**src/rtl/core/chd_pkg.sv**
```systemverilog
package chd_pkg;

    localparam int CNT_W = 21;
    localparam logic [CNT_W-1:0] CNT_MAX = {CNT_W{1'b1}};
    localparam logic [CNT_W-1:0] MAX_TOTAL_RESET = 21'd524288;

    // configuration register map
    localparam int ADDR_W = 3;
    localparam logic REG_MAX_TOTAL = 1'b0;

    // parse phases
    localparam logic [2:0] PH_WS     = 3'd0;
    localparam logic [2:0] PH_NUM    = 3'd1;
    localparam logic [2:0] PH_REST   = 3'd2;
    localparam logic [2:0] PH_DATA   = 3'd3;
    localparam logic [2:0] PH_POST   = 3'd4;
    localparam logic [2:0] PH_POSTCR = 3'd5;

    // result status codes
    localparam logic [2:0] ST_RUN       = 3'd0;
    localparam logic [2:0] ST_OK        = 3'd1;
    localparam logic [2:0] ST_MALFORMED = 3'd2;
    localparam logic [2:0] ST_TRUNC     = 3'd3;
    localparam logic [2:0] ST_BIG       = 3'd4;
    localparam logic [2:0] ST_EMPTY     = 3'd5;

    // characters
    localparam logic [7:0] CH_TAB = 8'h09;
    localparam logic [7:0] CH_LF  = 8'h0A;
    localparam logic [7:0] CH_VT  = 8'h0B;
    localparam logic [7:0] CH_FF  = 8'h0C;
    localparam logic [7:0] CH_CR  = 8'h0D;
    localparam logic [7:0] CH_SP  = 8'h20;

    typedef struct packed {
        logic [2:0]       phase;
        logic [CNT_W-1:0] size;
        logic             digits;
        logic             nonblank;
        logic             bad;
        logic [CNT_W-1:0] decoded;
        logic             stopped;
    } state_t;

    typedef struct packed {
        logic       produce;
        logic       emit;
        logic [2:0] status;
    } res_t;

    // {valid, value} of a hex digit
    function automatic logic [4:0] hex_digit(input logic [7:0] c);
        logic [4:0] r;
        begin
            r = '0;
            if (c >= 8'h30 && c <= 8'h39)
            begin
                r = {1'b1, c[3:0]};
            end
            else if ((c >= 8'h61 && c <= 8'h66) || (c >= 8'h41 && c <= 8'h46))
            begin
                r = {1'b1, c[3:0] + 4'd9};
            end
            return r;
        end
    endfunction

endpackage

```
**src/rtl/core/chd_step.sv**
```systemverilog
module chd_step #(
    parameter int LINE_MAX = 64
) (
    input  chd_pkg::state_t                  cur,
    input  logic [$clog2(LINE_MAX)-1:0]      cur_len,
    input  logic [7:0]                       c,
    input  logic                             last,
    input  logic [chd_pkg::CNT_W-1:0]        max_total,
    output chd_pkg::state_t                  nxt,
    output logic [$clog2(LINE_MAX)-1:0]      nxt_len,
    output chd_pkg::res_t                    res,
    output logic [chd_pkg::CNT_W-1:0]        total
);

    localparam int LW = $clog2(LINE_MAX);
    localparam logic [LW-1:0] LEN_TOP = LW'(LINE_MAX - 1);

    logic [4:0]                     hd;
    logic                           ws;
    logic                           blank_ch;
    logic [chd_pkg::CNT_W+3:0]      acc;
    logic [chd_pkg::CNT_W:0]        sum;
    logic [2:0]                     stat;
    logic                           emit;

    assign hd       = chd_pkg::hex_digit(c);
    assign blank_ch = (c == chd_pkg::CH_SP) || (c == chd_pkg::CH_TAB) || (c == chd_pkg::CH_CR);
    assign ws       = blank_ch || (c == chd_pkg::CH_VT) || (c == chd_pkg::CH_FF);
    assign acc      = {cur.size, hd[3:0]};
    assign sum      = {1'b0, cur.decoded} + {1'b0, cur.size};

    always_comb
    begin
        nxt     = cur;
        nxt_len = cur_len;
        stat    = chd_pkg::ST_RUN;
        emit    = 1'b0;
        total   = cur.decoded;
        if (cur.stopped)
        begin
            if (last)
            begin
                nxt     = '0;
                nxt_len = '0;
            end
        end
        else
        begin
            if (cur.phase == chd_pkg::PH_DATA && cur.size != '0)
            begin
                // payload byte
                emit = 1'b1;
                if (cur.decoded != chd_pkg::CNT_MAX)
                begin
                    nxt.decoded = cur.decoded + 1'b1;
                end
                nxt.size = cur.size - 1'b1;
                if (cur.size == chd_pkg::CNT_W'(1))
                begin
                    nxt.phase = chd_pkg::PH_POST;
                end
            end
            else if ((cur.phase == chd_pkg::PH_POST &&
                      (c == chd_pkg::CH_CR || c == chd_pkg::CH_LF)) ||
                     (cur.phase == chd_pkg::PH_POSTCR && c == chd_pkg::CH_LF))
            begin
                // optional crlf after payload
                if (c == chd_pkg::CH_CR)
                begin
                    nxt.phase = chd_pkg::PH_POSTCR;
                end
                else
                begin
                    nxt.phase    = chd_pkg::PH_WS;
                    nxt.size     = '0;
                    nxt.digits   = 1'b0;
                    nxt.nonblank = 1'b0;
                    nxt.bad      = 1'b0;
                    nxt_len      = '0;
                end
            end
            else
            begin
                // size line byte; a phase past the line restarts it
                if (cur.phase > chd_pkg::PH_REST)
                begin
                    nxt.phase    = chd_pkg::PH_WS;
                    nxt.size     = '0;
                    nxt.digits   = 1'b0;
                    nxt.nonblank = 1'b0;
                    nxt.bad      = 1'b0;
                    nxt_len      = '0;
                end
                if (c == chd_pkg::CH_LF)
                begin
                    // end of size line, fields here are fresh when phase was past the line
                    if (nxt.bad)
                    begin
                        stat = chd_pkg::ST_MALFORMED;
                    end
                    else if (!nxt.nonblank)
                    begin
                        nxt.phase  = chd_pkg::PH_WS;
                        nxt.size   = '0;
                        nxt.digits = 1'b0;
                        nxt_len    = '0;
                    end
                    else if (!nxt.digits)
                    begin
                        stat = chd_pkg::ST_MALFORMED;
                    end
                    else if (nxt.size == '0)
                    begin
                        stat = (cur.decoded != '0) ? chd_pkg::ST_OK : chd_pkg::ST_EMPTY;
                    end
                    else if (last)
                    begin
                        stat = chd_pkg::ST_TRUNC;
                    end
                    else if (sum > {1'b0, max_total})
                    begin
                        stat = chd_pkg::ST_BIG;
                    end
                    else
                    begin
                        nxt.phase    = chd_pkg::PH_DATA;
                        nxt.digits   = 1'b0;
                        nxt.nonblank = 1'b0;
                        nxt.bad      = 1'b0;
                        nxt_len      = '0;
                    end
                end
                else
                begin
                    if (nxt_len == LEN_TOP)
                    begin
                        nxt.bad = 1'b1;
                    end
                    else
                    begin
                        nxt_len = nxt_len + 1'b1;
                    end
                    if (!blank_ch)
                    begin
                        nxt.nonblank = 1'b1;
                    end
                    if (nxt.phase == chd_pkg::PH_NUM)
                    begin
                        if (hd[4])
                        begin
                            nxt.size = (acc[chd_pkg::CNT_W+3:chd_pkg::CNT_W] != '0) ?
                                       chd_pkg::CNT_MAX : acc[chd_pkg::CNT_W-1:0];
                        end
                        else
                        begin
                            nxt.phase = chd_pkg::PH_REST;
                        end
                    end
                    else if (nxt.phase != chd_pkg::PH_REST)
                    begin
                        nxt.phase = chd_pkg::PH_WS;
                        if (hd[4])
                        begin
                            nxt.size   = chd_pkg::CNT_W'(hd[3:0]);
                            nxt.digits = 1'b1;
                            nxt.phase  = chd_pkg::PH_NUM;
                        end
                        else if (!ws)
                        begin
                            nxt.bad   = 1'b1;
                            nxt.phase = chd_pkg::PH_REST;
                        end
                    end
                end
            end

            if (stat == chd_pkg::ST_RUN && last)
            begin
                if (nxt.phase == chd_pkg::PH_DATA || nxt_len != '0)
                begin
                    stat = chd_pkg::ST_TRUNC;
                end
                else
                begin
                    stat = (nxt.decoded != '0) ? chd_pkg::ST_OK : chd_pkg::ST_EMPTY;
                end
            end

            total = nxt.decoded;
            if (stat != chd_pkg::ST_RUN)
            begin
                if (last)
                begin
                    nxt     = '0;
                    nxt_len = '0;
                end
                else
                begin
                    nxt.stopped = 1'b1;
                end
            end
        end
        res.produce = emit || (stat != chd_pkg::ST_RUN);
        res.emit    = emit;
        res.status  = stat;
    end

endmodule

```
**src/rtl/core/http_chunked_body_decoder.sv**
```systemverilog
// channel  | handshake              | payload
// ---------+------------------------+--------------------------------------------------
// input    | in_valid / in_ready    | in_byte, in_last
// result   | res_valid / res_ready  | out_byte, out_valid, finished, status, payload_total
// config   | apb psel/penable/pwrite| paddr, pwdata, prdata (max_total at address 0)
//
// one body byte per cycle sustained while res_ready stays high; each byte is
// held in an input register, decoded by the single-pass next-state logic and
// its result lands in the result register
// a byte that gives no result still moves through the input register
// rst_n clears the parse state, both valid flags and sets max_total to 524288
// with res_ready low the input register still takes one more byte, then
// in_ready drops until the result register empties
module http_chunked_body_decoder #(
    parameter int LINE_MAX = 64
) (
    input  logic                              clk,
    input  logic                              rst_n,
    // configuration
    input  logic                              psel,
    input  logic                              penable,
    input  logic                              pwrite,
    input  logic [chd_pkg::ADDR_W-1:0]        paddr,
    input  logic [31:0]                       pwdata,
    output logic [31:0]                       prdata,
    output logic                              pready,
    // body bytes in
    input  logic                              in_valid,
    output logic                              in_ready,
    input  logic [7:0]                        in_byte,
    input  logic                              in_last,
    // results out
    output logic                              res_valid,
    input  logic                              res_ready,
    output logic [7:0]                        out_byte,
    output logic                              out_valid,
    output logic                              finished,
    output logic [2:0]                        status,
    output logic [chd_pkg::CNT_W-1:0]         payload_total
);

    localparam int LW = $clog2(LINE_MAX);

    // configuration
    logic [chd_pkg::CNT_W-1:0] max_total_reg;
    logic                      cfg_wr;

    // input register
    logic       in_full_reg;
    logic [7:0] in_byte_reg;
    logic       in_last_reg;

    // parse state
    chd_pkg::state_t  st_reg;
    chd_pkg::state_t  st_next;
    logic [LW-1:0]    len_reg;
    logic [LW-1:0]    len_next;

    // step result
    chd_pkg::res_t             res;
    logic [chd_pkg::CNT_W-1:0] total;

    // result register
    logic                      res_valid_reg;
    logic [7:0]                out_byte_reg;
    logic                      out_valid_reg;
    logic                      finished_reg;
    logic [2:0]                status_reg;
    logic [chd_pkg::CNT_W-1:0] total_reg;

    logic adv;

    // apb: writes land on the access phase, only register 0 exists
    assign pready = 1'b1;
    assign cfg_wr = psel && penable && pwrite && (paddr[2] == chd_pkg::REG_MAX_TOTAL);
    assign prdata = (paddr[2] == chd_pkg::REG_MAX_TOTAL) ?
                    {{(32-chd_pkg::CNT_W){1'b0}}, max_total_reg} : '0;

    always_ff @(posedge clk or negedge rst_n)
    begin
        if (!rst_n)
        begin
            max_total_reg <= chd_pkg::MAX_TOTAL_RESET;
        end
        else if (cfg_wr)
        begin
            max_total_reg <= pwdata[chd_pkg::CNT_W-1:0];
        end
    end

    // the held byte moves on once the result register has room
    assign adv      = in_full_reg && (!res_valid_reg || res_ready);
    assign in_ready = !in_full_reg || adv;

    always_ff @(posedge clk or negedge rst_n)
    begin
        if (!rst_n)
        begin
            in_full_reg <= 1'b0;
        end
        else if (in_ready)
        begin
            in_full_reg <= in_valid;
        end
    end

    // payload register, no reset needed
    always_ff @(posedge clk)
    begin
        if (in_valid && in_ready)
        begin
            in_byte_reg <= in_byte;
            in_last_reg <= in_last;
        end
    end

    chd_step #(
        .LINE_MAX (LINE_MAX)
    ) u_step (
        .cur       (st_reg),
        .cur_len   (len_reg),
        .c         (in_byte_reg),
        .last      (in_last_reg),
        .max_total (max_total_reg),
        .nxt       (st_next),
        .nxt_len   (len_next),
        .res       (res),
        .total     (total)
    );

    // parse state advances with each byte decoded
    always_ff @(posedge clk or negedge rst_n)
    begin
        if (!rst_n)
        begin
            st_reg  <= '0;
            len_reg <= '0;
        end
        else if (adv)
        begin
            st_reg  <= st_next;
            len_reg <= len_next;
        end
    end

    always_ff @(posedge clk or negedge rst_n)
    begin
        if (!rst_n)
        begin
            res_valid_reg <= 1'b0;
        end
        else if (adv)
        begin
            res_valid_reg <= res.produce;
        end
        else if (res_ready)
        begin
            res_valid_reg <= 1'b0;
        end
    end

    always_ff @(posedge clk)
    begin
        if (adv)
        begin
            out_byte_reg  <= res.emit ? in_byte_reg : 8'd0;
            out_valid_reg <= res.emit;
            finished_reg  <= (res.status != chd_pkg::ST_RUN);
            status_reg    <= res.status;
            total_reg     <= total;
        end
    end

    assign res_valid     = res_valid_reg;
    assign out_byte      = out_byte_reg;
    assign out_valid     = out_valid_reg;
    assign finished      = finished_reg;
    assign status        = status_reg;
    assign payload_total = total_reg;

    // a finished result always carries a final status
    a_fin_status: assert property (@(posedge clk) disable iff (!rst_n)
        res_valid_reg && finished_reg |-> status_reg != chd_pkg::ST_RUN)
        else $error("finished result with running status");

    // every result carries a byte or an end of body
    a_res_content: assert property (@(posedge clk) disable iff (!rst_n)
        res_valid_reg |-> out_valid_reg || finished_reg)
        else $error("empty result");

    // bytes after the end of decoding give no result
    a_stopped_quiet: assert property (@(posedge clk) disable iff (!rst_n)
        adv && st_reg.stopped |=> !res_valid_reg)
        else $error("result after decoding stopped");

    // a held byte is kept while the result side stalls
    a_hold: assert property (@(posedge clk) disable iff (!rst_n)
        in_full_reg && !adv |=> in_full_reg)
        else $error("input byte lost while stalled");

endmodule
```
**config.mk**
```make
export PLATFORM = sky130hd
export DESIGN_NAME = http_chunked_body_decoder
export DESIGN_NICKNAME = d
export VERILOG_FILES = /design/src/rtl/core/chd_pkg.sv /design/src/rtl/core/chd_step.sv /design/src/rtl/core/http_chunked_body_decoder.sv
export SDC_FILE = /design/constraint.sdc
export NUM_CORES = 1
export LEC_CHECK = 0
export BUFFER_PORTS_ARGS = -buffer_cell sky130_fd_sc_hd__buf_2
export CAP_MARGIN = 5
export CORE_MARGIN = 1
export CORE_UTILIZATION = 64
export CTS_CLUSTER_SIZE = 24
export DETAILED_ROUTE_END_ITERATION = 8
export PLACE_DENSITY = 0.87
export SLEW_MARGIN = 10
export SYNTH_ARGS = -nofsm -noshare
export SYNTH_HDL_FRONTEND = slang
export SYNTH_SLANG_ARGS = --single-unit
export TNS_END_PERCENT = 50
```
**constraint.sdc**
```tcl
create_clock -name clk -period 11.4 [get_ports clk]
set_input_delay 2.28 -clock clk [delete_from_list [all_inputs] [get_ports clk]]
set_output_delay 2.28 -clock clk [all_outputs]
set_load 0.01 [all_outputs]
```
== Word-level counts from Yosys, hierarchy flattened ==
Index checks and enable logic that the tools add are counted.
W data, S select, Z words.
Storage, ports and cells
  flip-flop bits (word level): 121
  input port bits: 51
  output and inout bits: 69
  logic and storage cells: 176
Cells by class
  $add $sub $neg: 5
  magnitude comparators: 8
  eq/ne operators: 16
  mux-type cells: 92
  bitwise gates (word level): 1
  reductions and logical operators: 36
Operators by type and width (count)
  $mux W27: 7
  $mux W21: 8
  $mux W49: 3
  $mux W6: 20
  $mux W24: 4
  $mux W3: 29
  $reduce_bool A21 Y1: 3
  $mux W48: 1
  $eq A8 B4 Y1 const B: 5
  $mux W25: 1
  $add A21 B21 Y22: 1
  $gt A22 B21 Y1: 1
  $mux W22: 1
  $add A21 B1 Y21 const B: 1
  $eq A21 B1 Y1 const B: 1
  $logic_not A21 Y1: 1
  $ne A21 B21 Y1 const B: 1
  $sub A21 B1 Y21 const B: 1
  $ge A8 B7 Y1 const B: 2
  $le A8 B7 Y1 const B: 2
  $mux W1: 13
  $logic_and A1 B1 Y1: 12
  $logic_or A1 B1 Y1: 11
  $mux W5: 2
  21 further kinds: 27

== Longest topological paths before layout ==
  depth after elaboration: 26
  mapped depth: 23
  gate-level depth less buffers: 23

== By module ==
From an unflattened synthesis, not the netlist that was laid out.
Second synthesis, totals
  cell total of the unflattened synthesis: 1037
  area total of the unflattened synthesis: 9547.9 um2
By module, submodules not included
  chd_step: instances 1, cells each 777, area each 4832.1 um2, sequential area each 0.0 um2
  http_chunked_body_decoder: instances 1, cells each 260, area each 4715.8 um2, sequential area each 3244.4 um2

== Least setup slack after synthesis ==
Ideal clock, no wire load.
  path kind: register -> register
  start point: register st_reg[1] in the netlist's numbering
  end point: register status_reg[2] (netlist: status[2]) (data pin)
  library setup time: 0.256 ns
  data arrival time: 4.963 ns
  required time: 11.144 ns
  slack: 6.181 ns
  stages on the path, launching flop included: 22
  buffers on the path: 0
  period minus slack after synthesis: 5.219 ns
  path through: dfrtp_1 ha_1 fa_1 a21oi_1 o211ai_1 a221o_1 o41ai_1 nor2b_1 o21a_1 o21ai_0 nand2b_1 a21oi_1 xnor2_1 ha_1 a21o_1 a211oi_1 o21ai_0 o31ai_1 o2111ai_1 o311ai_1 a21boi_1 o22a_1
RTL lines
  start: declaration: line http_chunked_body_decoder.sv:54  | chd_pkg::state_t st_reg;
  start signal: assignment: line http_chunked_body_decoder.sv:141  | st_reg <= st_next;
  end signal: assignment: line http_chunked_body_decoder.sv:169  | status_reg <= res.status;
  end: declaration: line http_chunked_body_decoder.sv:68  | logic [2:0] status_reg;

==> metrics.md <==
| Metric | Value |
|---|---|
| Top FF cell, synth | `dfrtp_1` |
| Die ar. | `14400 um^2` |
| Commonest non-fill, non-tap cell in the layout | `nand2_1` |
| Fillers | `1063` |
| RSZ-0062 raised after global routing | `false` |
| Number of buffers created by CTS | `17` |
| Worst slew margin | `0.188` |
| Arr. time, crit path | `6.81 ns` |
| CTS tree | `built` |
| Routability cong. | `0.976` |
| Syn. warnings | `0` |
| Port Buf Inserts | `94` |
| Minimum clock period | `6.65 ns` |
| FF+latch count, synth | `121` |
| Most frequent cells in the layout | `nand2_1, buf_2, nor2_1` |
| Crit path kind | `flop to flop` |
| Clock Pin Slew Worst Setup and Hold Paths | `0.06 ns` |
| IO Pins | `120` |
| Netlist cell types | `83` |
| Final period util | `0.583` |
| Top-area cell type share of the netlist area | `0.216` |
| Pre-Repair DR Iteration Count | `8` |
| Ant diodes | `0` |
| Reg area | `3240 um^2` |
| Synth async-reset ratio | `0.645` |
| Worst Setup Start Kind | `flop` |
| Status | `complete, no violations` |
| Number of synthesized flops with an enable pin | `43` |
| DRT iter0 DRCs | `921` |
| Largest net degree at the start of global routing | `47` |
| Area contributors post-synth | `dfrtp_1, edfxtp_1, ha_1, a21oi_1, o21ai_0` |
| Endpoints failing hold | `0` |
| GRT overflow | `0` |
| Clock skew | `0.00630 ns` |
| Wire per inst | `18.5 um` |
| Largest register FFs | `49` |
| Total negative slack | `0 ns` |
| CTS H-tree lvls | `4` |
| Worst vdd ir | `122 uV` |
| Post-Route WL | `23.9 mm` |
| Proportion of layout cells with a drive suffix above 1 | `0.157` |
| Detailed placement HPWL | `16.5 mm` |
| Final Core Density | `0.738` |
| DR DRC count | `0` |
| Post-CTS Hold Fix Bufs | `0` |
| Worst path bufs/invs | `0` |
| Sequential cell area fraction in the yosys report | `0.363` |
| GR Util All Layers | `0.340` |
| Root Driver | `clkbuf_16` |
| Setup Buffers After CTS | `0` |
| Multi-input logic area | `5240 um^2` |
| Initial antenna violation count | `0` |
| Core box area | `13500 um^2` |
| Layout area overhead | `11.0%` |
| First-pass GRT wire length | `38.7 mm` |
| CP required | `11.56 ns` |
| Slowest cell on the critical path | `o31ai_1` |
| Worst-Skew Late Latency | `0.42 ns` |
| Maxcap violations | `0` |
| Tightest Hold Check Type | `flop to flop` |
| Initial Utilization | `0.664` |
| CP Capture Type | `flop` |
| Total Nets Final | `1208` |
| Drt via density | `6.59` |
| Die height | `120 um` |
| Slowest cell delay on critical path | `0.76 ns` |
| CTS Buffer Depth | `2` |
| Synth Cell Area | `8940 um^2` |
| Pleak | `4.58 nW` |
| Resized cells post-CTS | `0` |
| Detail Route Antenna Nets | `0` |
| Max Freq | `150 MHz` |
| Slew Limit Fails | `0` |
| Vias in the first global route | `7896` |
| Pwr dens | `134 nW/um^2` |
| Total number of vias | `8518` |
| Synth Instances | `1045` |
| Synth area leader | `dfrtp_1` |
| Sink Count | `121` |
| Worst-path fanout max | `7` |
| Crit path max-delay family | `compound AO/OA/AOI/OAI gates` |
| Critical path cell sequence | `ha_1 > fa_1 > a21oi_1 > o211ai_1 > a221o_1 > o41ai_1 > nor2b_1 > o21a_1 > o21ai_0 > nand2b_1 > a21oi_1 > xnor2_1 > ha_1 > a21o_1 > a211oi_1 > o21ai_0 > o31ai_1 > o2111ai_1 > o311ai_1 > a21boi_1 > o22a_1` |
| Chip width | `120 um` |
| Syn_area_per_cell | `8.55 um^2` |
| Row cnt | `42` |
| Final setup fails | `0` |
| Worst-Margin Slew | `1.22 ns` |
## routing by layer
metal / wire length (um) / global-route usage / vias to the layer above
met3: 2340 / 0.0849 / 103
met2: 11200 / 0.540 / 507
met1: 9430 / 0.434 / 3963
li1: - / - / 3945
met5: 0 / 0 / -
met4: 888 / 0.165 / 0
## cells by family (layout without fill, tap and decap cells)
family                   after synthesis  count (layout)  share of synthesized area
flip-flops                           121             121                      0.363
adder cells (fa/ha/maj)               53              53                     0.0750
multiplexers                          29              29                     0.0360
XOR/XNOR                              46              46                     0.0451
AND/OR/NAND/NOR                      372             372                      0.207
other                                  2              12                   0.000840
AO/OA/AOI/OAI                        306             306                      0.216
buffers and inverters                116             178                     0.0578
## cell usage after synthesis, types with 21 or more instances
library cell  count
mux2_2           25
edfxtp_1         43
dfrtp_1          77
a21oi_1          85
xnor2_1          25
xor2_1           21
clkbuf_1         45
nand2_1         102
nor2_1           92
o21ai_0          85
nand3_1          28
inv_1            42
nor3_1           43
ha_1             52
## area by class of cell
cell class	instances	share of cell area
clock buffer	19	0.0436
clock inverter	13	0.00870
inverter	42	0.0159
multi-input combinational	818	0.528
sequential	121	0.327
tap	176	0.0222
timing repair buffer	104	0.0552
## through the flow
step                power, mW  setup WS [ns]  instance area (um^2)  cells  hold WS, ns
CTS                      1.32           4.86                  9930   1293        0.506
detailed placement      0.846           5.01                  9410   1261        0.494
global placement        0.835           5.10                  9410   1261        0.487
finish                   1.33           4.75                  9930   1293        0.502
global route             1.38           4.30                  9930   1293        0.514
floorplan               0.753           6.18                  8980   1055        0.479
## path summary, 6_finish.rpt
kind,from,end,slack [ns],cells past startpoint
worst max-delay path,st_reg[1],status[2],4.75,21
worst min-delay path,max_total_reg[3],max_total_reg[3],0.50,1
worst max register to register,st_reg[1],status[2],4.75,21
worst min register to register,max_total_reg[3],max_total_reg[3],0.50,1
max in group asynchronous,rst_n,res_valid,8.60,2
min in group asynchronous,rst_n,max_total_reg[14],1.80,1
## report_power, final
part | switching, mW | internal (mW)
Combinational | 0.200 | 0.115
Sequential | 0.0333 | 0.499
Clock | 0.189 | 0.292
No activity file was read; power rests on OpenSTA's default activity.
